[src/rtl/arsu_pkg.sv]
`timescale 1ns / 1ps

package arsu_pkg;

  localparam int PIX_W  = 16;
  localparam int CODE_W = 8;
  // scaled offset (pixel - low) * 255 needs pixel width plus code width
  localparam int NUM_W  = PIX_W + CODE_W;
  localparam int STEPS  = CODE_W;
  localparam int CNT_W  = $clog2(STEPS);

  localparam logic [CODE_W-1:0] CODE_MIN = '0;
  localparam logic [CODE_W-1:0] CODE_MAX = '1;

  localparam logic OP_RANGE   = 1'b0;
  localparam logic OP_CONVERT = 1'b1;

  typedef struct packed {
    logic range_wr;
    logic start;
    logic step;
    logic load_out;
  } cmd_t;

endpackage

[src/rtl/arsu_channels.sv]
`timescale 1ns / 1ps

interface arsu_in_if;
  logic                       valid;
  logic                       ready;
  logic                       opcode;
  logic [arsu_pkg::PIX_W-1:0] pixel;
  logic                       first_pixel;

  modport source (output valid, output opcode, output pixel, output first_pixel,
                  input ready);
  modport sink (input valid, input opcode, input pixel, input first_pixel,
                output ready);
endinterface

interface arsu_out_if;
  logic                        valid;
  logic                        ready;
  logic [arsu_pkg::CODE_W-1:0] code;
  logic                        clamped;

  modport source (output valid, output code, output clamped, input ready);
  modport sink (input valid, input code, input clamped, output ready);
endinterface

[src/rtl/arsu_datapath.sv]
`timescale 1ns / 1ps

module arsu_datapath (
  input  logic                        clk,
  input  logic                        rst_n,
  input  arsu_pkg::cmd_t              cmd,
  input  logic [arsu_pkg::PIX_W-1:0]  pixel,
  input  logic                        first_pixel,
  output logic [arsu_pkg::CODE_W-1:0] code,
  output logic                        clamped
);

  logic [arsu_pkg::PIX_W-1:0]  range_low_r, range_low_nxt;
  logic [arsu_pkg::PIX_W-1:0]  range_high_r, range_high_nxt;
  logic [arsu_pkg::NUM_W-1:0]  rem_r, rem_nxt;
  logic [arsu_pkg::NUM_W-1:0]  div_r, div_nxt;
  logic [arsu_pkg::CODE_W-1:0] quo_r, quo_nxt;
  logic                        below_r, above_r, empty_r;
  logic [arsu_pkg::CODE_W-1:0] code_r, code_nxt;
  logic                        clamped_r, clamped_nxt;

  logic [arsu_pkg::PIX_W-1:0]  offset;
  logic [arsu_pkg::PIX_W-1:0]  span;
  logic                        fits;

  assign offset = pixel - range_low_r;
  assign span   = range_high_r - range_low_r;
  assign fits   = (rem_r >= div_r);

  always_comb begin
    range_low_nxt  = range_low_r;
    range_high_nxt = range_high_r;
    if (cmd.range_wr) begin
      if (first_pixel) begin
        range_low_nxt  = pixel;
        range_high_nxt = pixel;
      end else begin
        if (pixel < range_low_r)  range_low_nxt  = pixel;
        if (pixel > range_high_r) range_high_nxt = pixel;
      end
    end
  end

  // restoring divide, one quotient bit per step, divisor walks right
  always_comb begin
    rem_nxt = rem_r;
    div_nxt = div_r;
    quo_nxt = quo_r;
    if (cmd.start) begin
      // offset * 255 as offset * 256 - offset
      rem_nxt = {offset, {arsu_pkg::CODE_W{1'b0}}}
              - {{arsu_pkg::CODE_W{1'b0}}, offset};
      div_nxt = {1'b0, span, {(arsu_pkg::CODE_W-1){1'b0}}};
      quo_nxt = '0;
    end else if (cmd.step) begin
      if (fits) rem_nxt = rem_r - div_r;
      div_nxt = div_r >> 1;
      quo_nxt = {quo_r[arsu_pkg::CODE_W-2:0], fits};
    end
  end

  always_comb begin
    code_nxt    = code_r;
    clamped_nxt = clamped_r;
    if (cmd.load_out) begin
      clamped_nxt = below_r | above_r;
      if (below_r)      code_nxt = arsu_pkg::CODE_MIN;
      else if (above_r) code_nxt = arsu_pkg::CODE_MAX;
      else if (empty_r) code_nxt = arsu_pkg::CODE_MIN;
      else              code_nxt = quo_r;
    end
  end

  always_ff @(posedge clk) begin
    if (!rst_n) begin
      range_low_r  <= '0;
      range_high_r <= '0;
    end else begin
      range_low_r  <= range_low_nxt;
      range_high_r <= range_high_nxt;
    end
  end

  always_ff @(posedge clk) begin
    rem_r     <= rem_nxt;
    div_r     <= div_nxt;
    quo_r     <= quo_nxt;
    code_r    <= code_nxt;
    clamped_r <= clamped_nxt;
    if (cmd.start) begin
      below_r <= (pixel < range_low_r);
      above_r <= (pixel > range_high_r);
      empty_r <= (range_high_r == range_low_r);
    end
  end

  assign code    = code_r;
  assign clamped = clamped_r;

endmodule

[src/rtl/arsu_ctrl.sv]
`timescale 1ns / 1ps

module arsu_ctrl (
  input  logic           clk,
  input  logic           rst_n,
  input  logic           in_valid,
  input  logic           in_opcode,
  output logic           in_ready,
  output logic           out_valid,
  input  logic           out_ready,
  output arsu_pkg::cmd_t cmd
);

  typedef enum logic [1:0] {
    S_IDLE,
    S_CALC,
    S_HOLD
  } state_t;

  state_t                     state_r, state_nxt;
  logic [arsu_pkg::CNT_W-1:0] cnt_r, cnt_nxt;
  logic                       out_valid_r, out_valid_nxt;
  logic                       slot_free;

  // output register is free when empty or being taken this cycle
  assign slot_free = !out_valid_r || out_ready;
  assign in_ready  = (state_r == S_IDLE);
  assign out_valid = out_valid_r;

  always_comb begin
    state_nxt     = state_r;
    cnt_nxt       = cnt_r;
    out_valid_nxt = out_valid_r && !out_ready;
    cmd           = '0;
    unique case (state_r)
      S_IDLE: begin
        if (in_valid) begin
          if (in_opcode == arsu_pkg::OP_CONVERT) begin
            cmd.start = 1'b1;
            cnt_nxt   = arsu_pkg::CNT_W'(arsu_pkg::STEPS - 1);
            state_nxt = S_CALC;
          end else begin
            cmd.range_wr = 1'b1;
          end
        end
      end
      S_CALC: begin
        cmd.step = 1'b1;
        cnt_nxt  = cnt_r - 1'b1;
        if (cnt_r == '0) state_nxt = S_HOLD;
      end
      S_HOLD: begin
        if (slot_free) begin
          cmd.load_out  = 1'b1;
          out_valid_nxt = 1'b1;
          state_nxt     = S_IDLE;
        end
      end
      default: state_nxt = S_IDLE;
    endcase
  end

  always_ff @(posedge clk) begin
    if (!rst_n) begin
      state_r     <= S_IDLE;
      cnt_r       <= '0;
      out_valid_r <= 1'b0;
    end else begin
      state_r     <= state_nxt;
      cnt_r       <= cnt_nxt;
      out_valid_r <= out_valid_nxt;
    end
  end

endmodule

[src/rtl/auto_range_16_to_8_stretch_unit.sv]
`timescale 1ns / 1ps
// range word: no result, next word can be taken in the following cycle
// convert word: 8 divide steps, then the result is loaded into the output register
// once that register is free; no new word is taken until the result is loaded
// the 8 steps are the restoring divider, one quotient bit per cycle
// synchronous active-low reset clears the held range to [0, 0] and empties the output

module auto_range_16_to_8_stretch_unit (
  input  logic        clk,
  input  logic        rst_n,
  arsu_in_if.sink     in_ch,
  arsu_out_if.source  out_ch
);

  arsu_pkg::cmd_t cmd;

  arsu_ctrl u_ctrl (
    .clk       (clk),
    .rst_n     (rst_n),
    .in_valid  (in_ch.valid),
    .in_opcode (in_ch.opcode),
    .in_ready  (in_ch.ready),
    .out_valid (out_ch.valid),
    .out_ready (out_ch.ready),
    .cmd       (cmd)
  );

  arsu_datapath u_datapath (
    .clk         (clk),
    .rst_n       (rst_n),
    .cmd         (cmd),
    .pixel       (in_ch.pixel),
    .first_pixel (in_ch.first_pixel),
    .code        (out_ch.code),
    .clamped     (out_ch.clamped)
  );

  a_convert_busy: assert property (@(posedge clk) disable iff (!rst_n)
    (in_ch.valid && in_ch.ready && (in_ch.opcode == arsu_pkg::OP_CONVERT))
      |=> !in_ch.ready)
    else $error("input taken while divide in progress");

  a_range_one_cycle: assert property (@(posedge clk) disable iff (!rst_n)
    (in_ch.valid && in_ch.ready && (in_ch.opcode == arsu_pkg::OP_RANGE))
      |=> in_ch.ready)
    else $error("range word did not complete in one cycle");

  a_clamp_code: assert property (@(posedge clk) disable iff (!rst_n)
    (out_ch.valid && out_ch.clamped)
      |-> (out_ch.code == arsu_pkg::CODE_MIN || out_ch.code == arsu_pkg::CODE_MAX))
    else $error("saturated word with code off the rails");

endmodule
[src/flat_wrapper.sv]
// flat-port wrapper written by rule: the top's interface ports become plain ports
module auto_range_16_to_8_stretch_unit_flat 
  (clk, rst_n, in_ch_valid, in_ch_opcode, in_ch_pixel, in_ch_first_pixel, in_ch_ready, out_ch_valid, out_ch_code, out_ch_clamped, out_ch_ready);
  arsu_in_if in_ch_i ();
  arsu_out_if out_ch_i ();
  input  logic clk;
  input  logic rst_n;
  input wire logic [$bits(in_ch_i.valid)-1:0] in_ch_valid;
  input wire logic [$bits(in_ch_i.opcode)-1:0] in_ch_opcode;
  input wire logic [$bits(in_ch_i.pixel)-1:0] in_ch_pixel;
  input wire logic [$bits(in_ch_i.first_pixel)-1:0] in_ch_first_pixel;
  output wire logic [$bits(in_ch_i.ready)-1:0] in_ch_ready;
  output wire logic [$bits(out_ch_i.valid)-1:0] out_ch_valid;
  output wire logic [$bits(out_ch_i.code)-1:0] out_ch_code;
  output wire logic [$bits(out_ch_i.clamped)-1:0] out_ch_clamped;
  input wire logic [$bits(out_ch_i.ready)-1:0] out_ch_ready;
  assign in_ch_i.valid = in_ch_valid;
  assign in_ch_i.opcode = in_ch_opcode;
  assign in_ch_i.pixel = in_ch_pixel;
  assign in_ch_i.first_pixel = in_ch_first_pixel;
  assign in_ch_ready = in_ch_i.ready;
  assign out_ch_valid = out_ch_i.valid;
  assign out_ch_code = out_ch_i.code;
  assign out_ch_clamped = out_ch_i.clamped;
  assign out_ch_i.ready = out_ch_ready;
  auto_range_16_to_8_stretch_unit u_core (.clk(clk), .rst_n(rst_n), .in_ch(in_ch_i), .out_ch(out_ch_i));
endmodule
[config.mk]
export PLATFORM = sky130hd
export DESIGN_NAME = auto_range_16_to_8_stretch_unit_flat
export DESIGN_NICKNAME = d
export VERILOG_FILES = /design/src/rtl/arsu_pkg.sv /design/src/rtl/arsu_channels.sv /design/src/rtl/arsu_datapath.sv /design/src/rtl/arsu_ctrl.sv /design/src/rtl/auto_range_16_to_8_stretch_unit.sv /design/src/flat_wrapper.sv
export SDC_FILE = /design/constraint.sdc
export NUM_CORES = 1
export LEC_CHECK = 0
export ABC_AREA = 1
export BUFFER_PORTS_ARGS = -buffer_cell sky130_fd_sc_hd__buf_2
export CAP_MARGIN = 20
export CORE_ASPECT_RATIO = 1.5
export CORE_MARGIN = 2
export CORE_UTILIZATION = 50
export DETAILED_ROUTE_END_ITERATION = 8
export GPL_TIMING_DRIVEN = 0
export PLACE_DENSITY = 0.69
export SYNTH_ARGS = -nofsm -noshare
export SYNTH_HDL_FRONTEND = slang
export SYNTH_SLANG_ARGS = --single-unit
export TNS_END_PERCENT = 20
[constraint.sdc]
create_clock -name clk -period 2.9 [get_ports clk]
set_input_delay 0.29 -clock clk [delete_from_list [all_inputs] [get_ports clk]]
set_output_delay 0.29 -clock clk [all_outputs]
set_load 0.005 [all_outputs]
==> summary.txt, run 1 <==
Status
  – Result of the run: finished, violations left
  – Violations in the final reports: negative setup slack

Timing
  – Finish-stage setup viols: 11
  – Final number of max-transition violations: 0
  – Setup repair after global routing missed its margin: true
  – Slew @ Worst Pin: 835 ps
  – Relative slew margins: 0.441
  – Fin crit period: approximately 3200 ps
  – Max Clock Freq: between 300 and 400 MHz
  – Maximum clock skew at final layout: ~14 ps
  – Crit path setup slack, layout: -341 ps
  – Setup Total Neg Slack: -2290 ps
  – Final hold vios: 0
  – Post-route fraction of the period consumed by the critical path: 1.12

Layout
  – Number of nets in the finished design: 1,369
  – Proportion of layout cells with a drive suffix above 1: 0.252
  – Multi-input combinational cell area: between 5000 and 6000 µm²
  – Most frequent cells in the layout: nand2_1 (219), inv_1 (150), a21oi_1 (101)
  – Area added between synthesis and finish: 24.3%
  – Most frequent standard cell in the layout excluding fill and tap cells: nand2_1
  – Antenna Cells: 0
  – Footprint of the flip-flops and latches: 2640 µm²
  – Layout Cells excl Fill: 1,476
  – Filler Cell Count: about 1,400
  – Fin util: 0.636

Yosys
  – Netlist area before placement: 8290 µm²
  – Number of warnings issued by yosys: 0
  – Post-synthesis cell type count: between 50 and 60
  – Total nets after synthesis: ~1,300
  – Post-synthesis average cell area: 7.19 µm²
  – Area share of and/or/nand/nor cells after synthesis: 0.261
  – Share of the synthesized area in compound gates (AO/OA/AOI/OAI): 0.183
  – Area share of fa/ha/maj cells after synthesis: 0.127
  – Main combinational cell family by area after synthesis: simple AND/OR/NAND/NOR gates
  – Area share of xor/xnor cells in the synthesized design: 0.0168
  – Flop and latch count out of synthesis: around 110
  – Post-synthesis mux area share: 0
  – Seq/Total Area, Yosys: 0.316
  – Post-Synthesis Cells: 1,152

Placement
  – Placer Congestion: 0.909
  – DPL Wire Length: 18.6 mm
  – IO buf count: 31
  – Placed cells: ~1,400
  – Worst setup timing slack at the placement stage: -955 ps

GRT
  – Antenna violations before repair: 0
  – GRT Util Overall: 0.290
  – GRT overflow: 0
  – Via count of the first global-routing pass: 7,950
  – Pin count of the biggest net entering global routing: 25
  – First-pass GRT wire length: ~40 mm

Floorplan
  – Placement row count: 57
  – Horizontal extent of the die: 109 µm
  – Floorplan core area: 16,200 µm²
  – Die Y: 162 µm
  – Die outline area: 17,600 µm²
  – Starting utilization of the core area: 0.512
  – Top-level I/O count: 33

Clock network
  – Clk Latency, worst-skew pair: between 300 and 400 ps
  – Post-CTS Hold Buffers: 0
  – Sinks on Clock Net: roughly 110
  – Number of levels the H-tree was split into: 3
  – Clk buf depth: 2
  – Clock transition at path regs: 90 ps
  – Clock tree from TritonCTS: built
  – Number of buffers added by the clock tree synthesis step: 9
  – Clock root buffer: clkbuf_16

Setup path
  – Most Frequent Cell on Critical Path: nand2_1
  – Slowest cell on crit path: dfxtp_2
  – Crit path arrival time: 3370 ps
  – Delay of the slowest critical-path stage: roughly 340 ps
  – Crit start category: register
  – Ordered list of cells on the worst path: inv_4 -> ha_4 -> nand2_1 -> nand2_1 -> inv_1 -> nand2_2 -> a21oi_4 -> buf_4 -> buf_4 -> buf_4 -> nand3_1 -> nand2_2 -> inv_2 -> ha_4 -> a21oi_2 -> inv_1 -> a31oi_4 -> nand2_1 -> a21oi_2 -> nand3_1 -> nand3_2 -> nand2_1
  – Critical path data required time: 3030 ps
  – Type of the worst setup path: register to register
  – Endpoint kind of the worst setup timing path: register
  – Worst path buffer plus inverter count: 7
  – Cell family with the largest share of critical-path delay: simple AND/OR/NAND/NOR gates
  – Crit Path Max Fanout: 3

Drt
  – Count of nets left with antenna violations after detail routing: 0
  – Detailed router's first-iteration violation count: about 500
  – Routed via count: between 8,000 and 9,000
  – Post-detailed-route via-to-cell ratio: 5.69
  – DR DRC count: 0
  – Total iterations of the first detailed-routing run: 6
  – DR WL/cell: around 18 µm
  – DRT Wirelength: 26.4 mm

Worst hold path
  – Path type of the worst min-delay path: input port to register

Power and ir drop
  – Leakage power of the design: 0.00464 µW
  – Highest ir drop seen on vdd: 0.000323 V
  – Total power draw: 6550 µW
  – Areal power density over the cells: 636 nW/µm²

Job
  – Number of violations of the max-capacitance limit: 0
[worst reg2reg max path, stage by stage (launching register included)]
cell and delay, ps:
dfxtp_2 340, inv_4 40, ha_4 250, nand2_1 60, nand2_1 80, inv_1 90, nand2_2 90, a21oi_4 170
buf_4 140, buf_4 90, buf_4 90, nand3_1 90, nand2_2 130, inv_2 70, ha_4 250, a21oi_2 170
inv_1 110, a31oi_4 170, nand2_1 110, a21oi_2 150, nand3_1 140, nand3_2 130, nand2_1 60
[kinds of logic after synthesis]
kind of cell / count (synthesis)
and+or+nand+nor: 479
xor gates and xnor gates: 15
buffers and inverters: 199
DFF: 105
adders and majority gates: 82
AOI/OAI and AO/OA: 272
[final timing paths]
path	cells after the start	from	to	slack (ps)
max	22	u_core.u_datapath.range_low_r[8]$_SDFFE_PN0P_	u_core.u_datapath.rem_r[20]$_DFFE_PP_	-340
max reg2reg	22	u_core.u_datapath.range_low_r[8]$_SDFFE_PN0P_	u_core.u_datapath.rem_r[20]$_DFFE_PP_	-340
min	4	out_ch_ready	u_core.u_ctrl.out_valid$_SDFF_PN0_	190
min reg2reg	2	u_core.u_datapath.range_low_r[11]$_SDFFE_PN0P_	u_core.u_datapath.range_low_r[11]$_SDFFE_PN0P_	480
[synth_stat cells (all sizes together)]
cell type,count,area (µm²)
nor2,80,320
nand3b,3,22.5
nor4,4,31.3
o21ai,105,526
fa,3,60.1
buf,7,65.1
a211oi,4,30.0
o2bb2ai,1,8.76
nor3b,1,12.5
and3b,1,8.76
edfxtp,52,1560
xnor2,7,68.8
nor3,14,75.1
o32ai,2,17.5
a21o,3,22.5
or2,9,58.8
clkbuf,16,70.1
o211ai,6,45.0
a21oi,124,673
nand2,273,1090
nand4,16,100
xor2,8,70.1
a31oi,4,25.0
and2,4,25.0
o2111ai,1,8.76
nand3,74,415
inv,176,661
o221ai,2,17.5
o21bai,6,45.0
dfxtp,53,1060
ha,79,988
o22ai,8,50.1
o21a,2,15.0
a21boi,4,33.8
[final cells by class]
type / count / share of cell area
clock inverter: 7 / 0.00862
multi-input combinational: 848 / 0.540
clock buffer: 9 / 0.0219
tap: 206 / 0.0250
buffer: 23 / 0.0131
inverter: 176 / 0.0661
timing repair buffer: 102 / 0.0686
sequential: 105 / 0.256
[through the flow]
stage	hold WS, ps	area [µm²]
finish	186	10300
detailed placement	473	8740
CTS	182	9820
global route	221	10300
global placement	461	8740
floorplan	439	8330
[flip-flops by register name, indices dropped and copies added, names as in the netlist]
signal	flops
u_core.u_datapath.rem_r	24
u_core.u_datapath.div_r	23
u_core.u_datapath.range_high_r	16
u_core.u_datapath.range_low_r	16
u_core.u_datapath.code	8
u_core.u_datapath.quo_r	8
u_core.u_ctrl.cnt_r	3
u_core.u_ctrl.state_r	2
u_core.u_ctrl.out_valid	1
u_core.u_datapath.above_r	1
u_core.u_datapath.below_r	1
u_core.u_datapath.clamped	1
u_core.u_datapath.empty_r	1
[repair_timing]
item	4_1_cts	5_1_grt
buffers inserted	49	22
cloned	0	0
resized for setup	102	83
setup endpoints to repair	39	39
pin swaps	42	61
[where the power goes]
part | total (µW) | switching (µW) | leakage [µW] | internal [µW]
Combinational | 3340 | 2080 | 0.00355 | 1260
Sequential | 1900 | 85.8 | 0.000935 | 1820
Clock | 1310 | 681 | 0.000153 | 629
[per-layer routing]
| layer | vias to the layer above | track usage | wire [µm] |
|---|---|---|---|
| li1 | 4106 | - | - |
| met1 | 3891 | 0.322 | 10200 |
| met2 | 281 | 0.506 | 13300 |
| met3 | 114 | 0.0389 | 931 |
| met4 | 0 | 0.191 | 1930 |
| met5 | - | 0 | 0 |
Note: power is estimated with default switching activity, not from simulation.
==> inputs of run 2 (changes only) <==
--- a/config.mk
+++ b/config.mk
@@ -16,5 +16,6 @@
 export PLACE_DENSITY = 0.69
 export SYNTH_ARGS = -nofsm -noshare
 export SYNTH_HDL_FRONTEND = slang
+export SYNTH_HIERARCHICAL = 1
 export SYNTH_SLANG_ARGS = --single-unit
 export TNS_END_PERCENT = 20
==> run 2 against run 1 <==
  * The flow still finishes with violations (negative setup slack)
  * Combinational power down 4%
  * Largest cell class unchanged
  * Worst setup slack better by 93 ps
  * Sequential cell count stayed put
  * Core utilization down 0.96 points
  * Non-clock buffer count decreased by 18
  * Count of clock-buffer cells in the layout up 1
  * Critical path depth up 1
  * Sequential power down 4%
  * Synthesized cell count hardly changed
  * Power down 4.9%
  * Fmax up 3.0%
==> summary.txt, run 2 <==
Timing
  – Max Clock Freq: roughly 320 MHz
  – Relative slew margins: 0.355
  – Finish-stage setup viols: 9
  – Slew @ Worst Pin: 958 ps
  – Setup repair after global routing missed its margin: true
  – Post-route fraction of the period consumed by the critical path: 1.09
  – Crit path setup slack, layout: -248 ps
  – Final hold vios: 0
  – Final number of max-transition violations: 0
  – Fin crit period: 3150 ps
  – Maximum clock skew at final layout: 13.2 ps

Floorplan
  – Placement row count: 57
  – Starting utilization of the core area: 0.510
  – Top-level I/O count: 33
  – Die outline area: 17,500 µm²
  – Die Y: 161 µm
  – Horizontal extent of the die: 109 µm
  – Floorplan core area: between 15,000 and 20,000 µm²

Drt
  – Met2 wire length: 13.2 mm
  – Total iterations of the first detailed-routing run: 5
  – Count of nets left with antenna violations after detail routing: 0
  – DR WL/cell: 17.5 µm
  – Detailed router's first-iteration violation count: 552
  – DR DRC count: 0
  – Routed length on met1: 9.60 mm
  – Post-detailed-route via-to-cell ratio: 5.66
  – Routed length on met3: 989 µm
  – Uppermost routed layer: met4
  – Routed via count: a little over 8,000
  – DRT Wirelength: 25.6 mm

Clock network
  – Clk buf depth: 2
  – Clock root buffer: clkbuf_16
  – Clock transition at path regs: 80 ps
  – Number of levels the H-tree was split into: 3
  – Clock tree from TritonCTS: built
  – Sinks on Clock Net: 105
  – Clk Latency, worst-skew pair: 350 ps
  – Number of buffers added by the clock tree synthesis step: 9

Yosys
  – Netlist area before placement: slightly above 8000 µm²
  – Seq/Total Area, Yosys: 0.319
  – Total nets after synthesis: 1,257
  – Most common cell in the synthesized netlist: nand2_1
  – Flop and latch count out of synthesis: 105
  – Post-Synthesis Cells: 1,153
  – Most instantiated flip-flop cell in the synthesis netlist: dfxtp_1
  – Ranking of synthesized cells by instance count: nand2_1 (251), inv_1 (179), a21oi_1 (120)
  – Top cells by area, synth: edfxtp_1 (19%), dfxtp_1 (13%), ha_1 (12%), nand2_1 (11%), inv_1 (8.2%)
  – Post-synthesis cell type count: around 50
  – Number of warnings issued by yosys: 6
  – Share of async-settable or async-resettable flops after synthesis: 0
  – Post-synthesis cell type with the largest combined area: edfxtp_1
  – Number of enable-type register cells in the synthesized netlist: 52
  – Post-synthesis average cell area: 7.13 µm²
  – Synth top area share: 0.190

GRT
  – Via count of the first global-routing pass: 7,979
  – Pin count of the biggest net entering global routing: 22
  – GRT Util Overall: 0.294
  – GRT overflow: 0
  – First-pass GRT wire length: 39.6 mm
  – Antenna violations before repair: 0

Layout
  – Regs by FF count: u_core/u_datapath/rem_r (24), u_core/u_datapath/div_r (23)
  – Proportion of layout cells with a drive suffix above 1: 0.239
  – Most flop-heavy register: u_core/u_datapath/rem_r
  – Final standard cell area without fillers: 10,100 µm²
  – Most frequent standard cell in the layout excluding fill and tap cells: nand2_1
  – Antenna Cells: 0
  – Number of flip-flops under the largest register name: 24
  – Area added between synthesis and finish: 22.9%
  – Number of nets in the finished design: 1,355
  – Most frequent cells in the layout: nand2_1 (219), inv_1 (152), a21oi_1 (111)

Setup path
  – Crit Path Max Fanout: 4
  – Endpoint kind of the worst setup timing path: register
  – R2r worst-path depth: 23
  – Type of the worst setup path: register to register
  – Crit start category: register
  – Critical path data required time: 3010 ps
  – Crit path arrival time: 3260 ps

Placement
  – Worst setup timing slack at the placement stage: -1020 ps
  – Placer Congestion: 0.946
  – Post-Place Cell Area: between 8000 and 9000 µm²
  – DPL Wire Length: 19.7 mm
  – IO buf count: 32

Worst hold path
  – WHS Path Cells: 4
  – Path type of the worst min-delay path: input port to register

Status
  – Violations in the final reports: negative setup slack
  – Result of the run: finished, violations left

Power and ir drop
  – Areal power density over the cells: 617 nW/µm²
  – Highest ir drop seen on vdd: 0.000314 V
  – Total power draw: 6230 µW
  – Leakage power of the design: between 0.004 and 0.005 µW

Job
  – Number of violations of the max-capacitance limit: 0
run 2: changes by cell type after synthesis, sizes merged, moves of 5 or more:
| cell | delta |
|---|---|
| inv | +5 |
| nor2 | -6 |
| nand3 | +6 |
| o21bai | -5 |
| o22ai | +12 |
| o21ai | -9 |
run 2: area by class of cell:
| type | instances | area (µm²) |
|---|---|---|
| Clock inverter | 6 | 57.6 |
| Inverter | 182 | 693 |
| Timing Repair Buffer | 87 | 601 |
| Buffer | 20 | 86.3 |
| Multi-Input combinational cell | 846 | 5540 |
| Sequential cell | 105 | 2630 |
| Tap cell | 206 | 258 |
| Clock buffer | 10 | 229 |
| Fill cell | 1494 | 6020 |
run 2: critical path, cell delays in order, from the launching register on:
cell,delay (ps)
dfxtp_2,330
inv_2,50
ha_4,290
buf_4,120
nand2_1,70
nand2_2,90
inv_2,60
nand2_1,80
nand2_2,80
nand3_4,110
nand3_4,90
nand2_1,110
nor2_2,60
nor2_4,170
inv_2,80
ha_4,270
nand2_4,90
nor2_1,80
nor2_4,130
nand3_2,100
a21oi_4,160
nand3_2,100
nand3_4,130
nand2_2,60
run 2: worst paths after layout:
path	from	endpoint	slack [ps]
min	out_ch_ready	u_core/u_ctrl/out_valid$_SDFF_PN0_	230
max	u_core/u_datapath/range_low_r[7]$_SDFFE_PN0P_	u_core/u_datapath/rem_r[20]$_DFFE_PP_	-250
max reg2reg	u_core/u_datapath/range_low_r[7]$_SDFFE_PN0P_	u_core/u_datapath/rem_r[20]$_DFFE_PP_	-250
min reg2reg	u_core/u_ctrl/cnt_r[2]$_SDFFE_PN0P_	u_core/u_ctrl/cnt_r[2]$_SDFFE_PN0P_	470
run 2: timing repair:
action	4_1_cts	5_1_grt
hold buffers	0	0
cloned	0	0
pin swaps	54	31
buffers inserted	45	8
gates resized for setup	118	51
endpoints found under the setup margin	15	38
run 2: logic make-up (layout without fill, tap and decap cells):
| kind of cell | Yosys count | after routing | share of synthesized area |
|---|---|---|---|
| and+or+nand+nor | 479 | 479 | 0.261 |
| AOI/OAI and AO/OA | 266 | 266 | 0.178 |
| buffers and inverters | 202 | 305 | 0.0936 |
| DFF | 105 | 105 | 0.319 |
| adders and majority gates | 82 | 82 | 0.128 |
| xor gates and xnor gates | 19 | 19 | 0.0212 |
run 2: per-stage QoR:
step                std cells  hold WS [ps]  setup TNS, ps   util
floorplan                1153           413          -6.42      -
global placement         1391           445         -17020  0.543
detailed placement       1393           452          -9590  0.545
CTS                      1454           222          -1060  0.610
global route             1462           239          -2940  0.627
finish                   1462           231          -1710  0.627
run 2: power by group:
group / internal [µW] / switching, µW / total (µW)
logic: 1190 / 2010 / 3200
registers: 1770 / 61.2 / 1830
clock network: 605 / 592 / 1200
total: 3560 / 2670 / 6230
run 2: layer usage:
metal | global-route usage | vias to the layer above
li1 | - | 4085
met4 | 0.192 | 0
met1 | 0.319 | 3830
met2 | 0.530 | 270
met3 | 0.0323 | 91
met5 | 0 | -
==> inputs of run 3 (changes only) <==
--- a/config.mk
+++ b/config.mk
@@ -10,10 +10,9 @@
 export CAP_MARGIN = 20
 export CORE_ASPECT_RATIO = 1.5
 export CORE_MARGIN = 2
-export CORE_UTILIZATION = 50
+export CORE_UTILIZATION = 25
 export DETAILED_ROUTE_END_ITERATION = 8
 export GPL_TIMING_DRIVEN = 0
-export PLACE_DENSITY = 0.69
 export SYNTH_ARGS = -nofsm -noshare
 export SYNTH_HDL_FRONTEND = slang
 export SYNTH_HIERARCHICAL = 1
==> run 3 against run 2 <==
  * Clock power about the same
  * Die area rose by 96%
  * Combinational power down 3%
  * Wire length rose by 4.5%
  * First-iteration DRC count down 30%
  * Fmax decreased by 3.0%
  * Non-clock buffer count is 14 lower
  * The flow still finishes with violations (negative setup slack)
  * Critical path depth did not move
  * Sequential cell count is the same
==> summary.txt, run 3 (same netlist as run 2, synthesis figures left out) <==
Floorplan
  – Placement row count: slightly above 80
  – Horizontal extent of the die: 152 µm
  – Top-level I/O count: 33
  – Die outline area: 34,400 µm²
  – Floorplan core area: 32,500 µm²
  – Starting utilization of the core area: 0.253
  – Die Y: 226 µm

Setup path
  – Capture point of the worst reg-to-reg path: u_core/u_datapath/rem_r[18]$_DFFE_PP_
  – Type of the worst setup path: register to register
  – Critical path data required time: approximately 3000 ps
  – Setup crit end: u_core/u_datapath/rem_r[18]$_DFFE_PP_
  – R2r worst-path depth: 23
  – Endpoint kind of the worst setup timing path: register
  – RR Startpoint: u_core/u_datapath/range_low_r[0]$_SDFFE_PN0P_
  – Crit path arrival time: 3350 ps
  – First element of the critical path: u_core/u_datapath/range_low_r[0]$_SDFFE_PN0P_
  – R2R Setup Slk: -350 ps
  – Crit start category: register
  – Crit Path Max Fanout: 4

GRT
  – Pin count of the biggest net entering global routing: 22
  – Via count of the first global-routing pass: approximately 8,100
  – First-pass GRT wire length: 40.8 mm
  – GRT overflow: 0
  – GRT Util Overall: 0.150
  – Antenna violations before repair: 0

Timing
  – Setup repair after global routing missed its margin: true
  – Crit path setup slack, layout: -345 ps
  – Fin crit period: around 3200 ps
  – Final number of max-transition violations: 0
  – Maximum clock skew at final layout: 12.0 ps
  – Finish-stage setup viols: 12
  – Final hold vios: 0
  – Slew @ Worst Pin: 827 ps
  – Relative slew margins: 0.449
  – Max Clock Freq: 308 MHz
  – Post-route fraction of the period consumed by the critical path: 1.12

Placement
  – DPL Wire Length: 21.4 mm
  – Placer Congestion: 0.923
  – Worst setup timing slack at the placement stage: -1250 ps
  – IO buf count: 32

Power and ir drop
  – Areal power density over the cells: 602 nW/µm²
  – Leakage power of the design: 0.00439 µW
  – Highest ir drop seen on vdd: 0.000307 V

Drt
  – Routed via count: 8,107
  – Post-detailed-route via-to-cell ratio: 4.89
  – Detailed router's first-iteration violation count: 388
  – DRT Wirelength: 26.7 mm
  – DR WL/cell: 16.1 µm
  – Total iterations of the first detailed-routing run: 5
  – DR DRC count: 0
  – Count of nets left with antenna violations after detail routing: 0

Clock network
  – Clock tree from TritonCTS: built
  – Clk buf depth: 2
  – Clk Latency, worst-skew pair: between 300 and 400 ps
  – Number of levels the H-tree was split into: 3
  – Number of buffers added by the clock tree synthesis step: 9
  – Clock root buffer: clkbuf_16
  – Sinks on Clock Net: 105
  – Clock transition at path regs: about 80 ps

Layout
  – Fin util: 0.314
  – Most flop-heavy register: u_core/u_datapath/rem_r
  – Antenna Cells: 0
  – Proportion of layout cells with a drive suffix above 1: 0.218
  – Number of nets in the finished design: 1,341
  – Most frequent cells in the layout: nand2_1 (222), inv_1 (153), a21oi_1 (114)
  – Area added between synthesis and finish: 24.3%
  – Most frequent standard cell in the layout excluding fill and tap cells: nand2_1
  – Number of flip-flops under the largest register name: 24
  – Regs by FF count: u_core/u_datapath/rem_r (24), u_core/u_datapath/div_r (23)

Status
  – Violations in the final reports: negative setup slack
  – Result of the run: finished, violations left

Worst hold path
  – Path type of the worst min-delay path: input port to register

Job
  – Number of violations of the max-capacitance limit: 0
-- run 3: changes by cell type in the layout (fill, tap and decap cells not counted), sizes merged --
cell / previous run / this run
inv: 185 / 183
clkbuf: 23 / 22
clkinv: 3 / 5
buf: 94 / 80
clkinvlp: 0 / 1
-- run 3: cell type report --
| type | instances | area (µm²) |
|---|---|---|
| multi-input combinational | 846 | 5480 |
| timing repair buffer | 73 | 499 |
| inverter | 182 | 713 |
| fill | 3440 | 22300 |
| sequential | 105 | 2630 |
| clock buffer | 9 | 225 |
| tap | 415 | 519 |
| buffer | 20 | 86.3 |
| clock inverter | 7 | 65.1 |
-- run 3: how the worst min path moves through the flow --
stage	from	endpoint	slack [ps]	cells past startpoint
floorplan	rst_n	u_core/u_ctrl/cnt_r[1]$_SDFFE_PN0P_	410	2
global placement	u_core/u_ctrl/cnt_r[1]$_SDFFE_PN0P_	u_core/u_ctrl/cnt_r[1]$_SDFFE_PN0P_	440	2
detailed placement	u_core/u_ctrl/cnt_r[1]$_SDFFE_PN0P_	u_core/u_ctrl/cnt_r[1]$_SDFFE_PN0P_	450	2
CTS	in_ch_valid	u_core/u_ctrl/state_r[0]$_SDFFE_PN0P_	220	3
global route	in_ch_valid	u_core/u_ctrl/state_r[0]$_SDFFE_PN0P_	250	3
finish	in_ch_valid	u_core/u_ctrl/state_r[0]$_SDFFE_PN0P_	230	3
-- run 3: where the power goes --
part	total, µW	leakage [µW]	switching (µW)	internal (µW)
sequential	1840	0.000931	66.3	1770
clock	1200	0.000138	602	600
combinational	3120	0.00332	1980	1140
total	6150	0.00439	2640	3510
-- run 3: metal layers --
metal  track usage  vias up  part of all wire
met5             0        -                 0
met4         0.113        0             0.075
met3        0.0169       78             0.031
met2         0.288      196              0.53
met1         0.147     3766              0.37
li1              -     4067                 -
-- run 3: repair_timing --
item / in CTS / in global routing
gates resized for setup: 105 / 55
gates cloned: 0 / 0
pin swaps: 48 / 41
buffers inserted: 29 / 10
hold buffers: 0 / 0
setup endpoints to repair: 16 / 38
-- run 3: worst max-delay path: stages, from the launching register on --
cell and delay (ps):
dfxtp_2 360, ha_4 130, inv_2 40, fa_2 410
nand3_4 110, nand2_4 80, nand3_4 100, nand3_4 80
nand3_4 130, a21boi_4 80, nor2_4 240, inv_2 90
ha_4 330, nand2_4 90, inv_4 60, nand2_4 60
inv_4 80, nand3_2 70, nor2_2 100, nor2_2 50
nand2_1 60, nand2_1 60, nand3_2 110, nand2_1 70
-- run 3: metrics by stage --
step	power (µW)	hold WS [ps]	area, µm²	std cells	TNS, ps
2_1_floorplan	3790	413	8330	1153	-6.42
3_3_place_gp	4460	445	9010	1600	-19610
3_5_place_dp	4510	454	9050	1602	-11510
4_1_cts	6010	225	9950	1647	-2190
5_1_grt	6550	246	10200	1657	-4290
6_report	6150	232	10200	1657	-2990
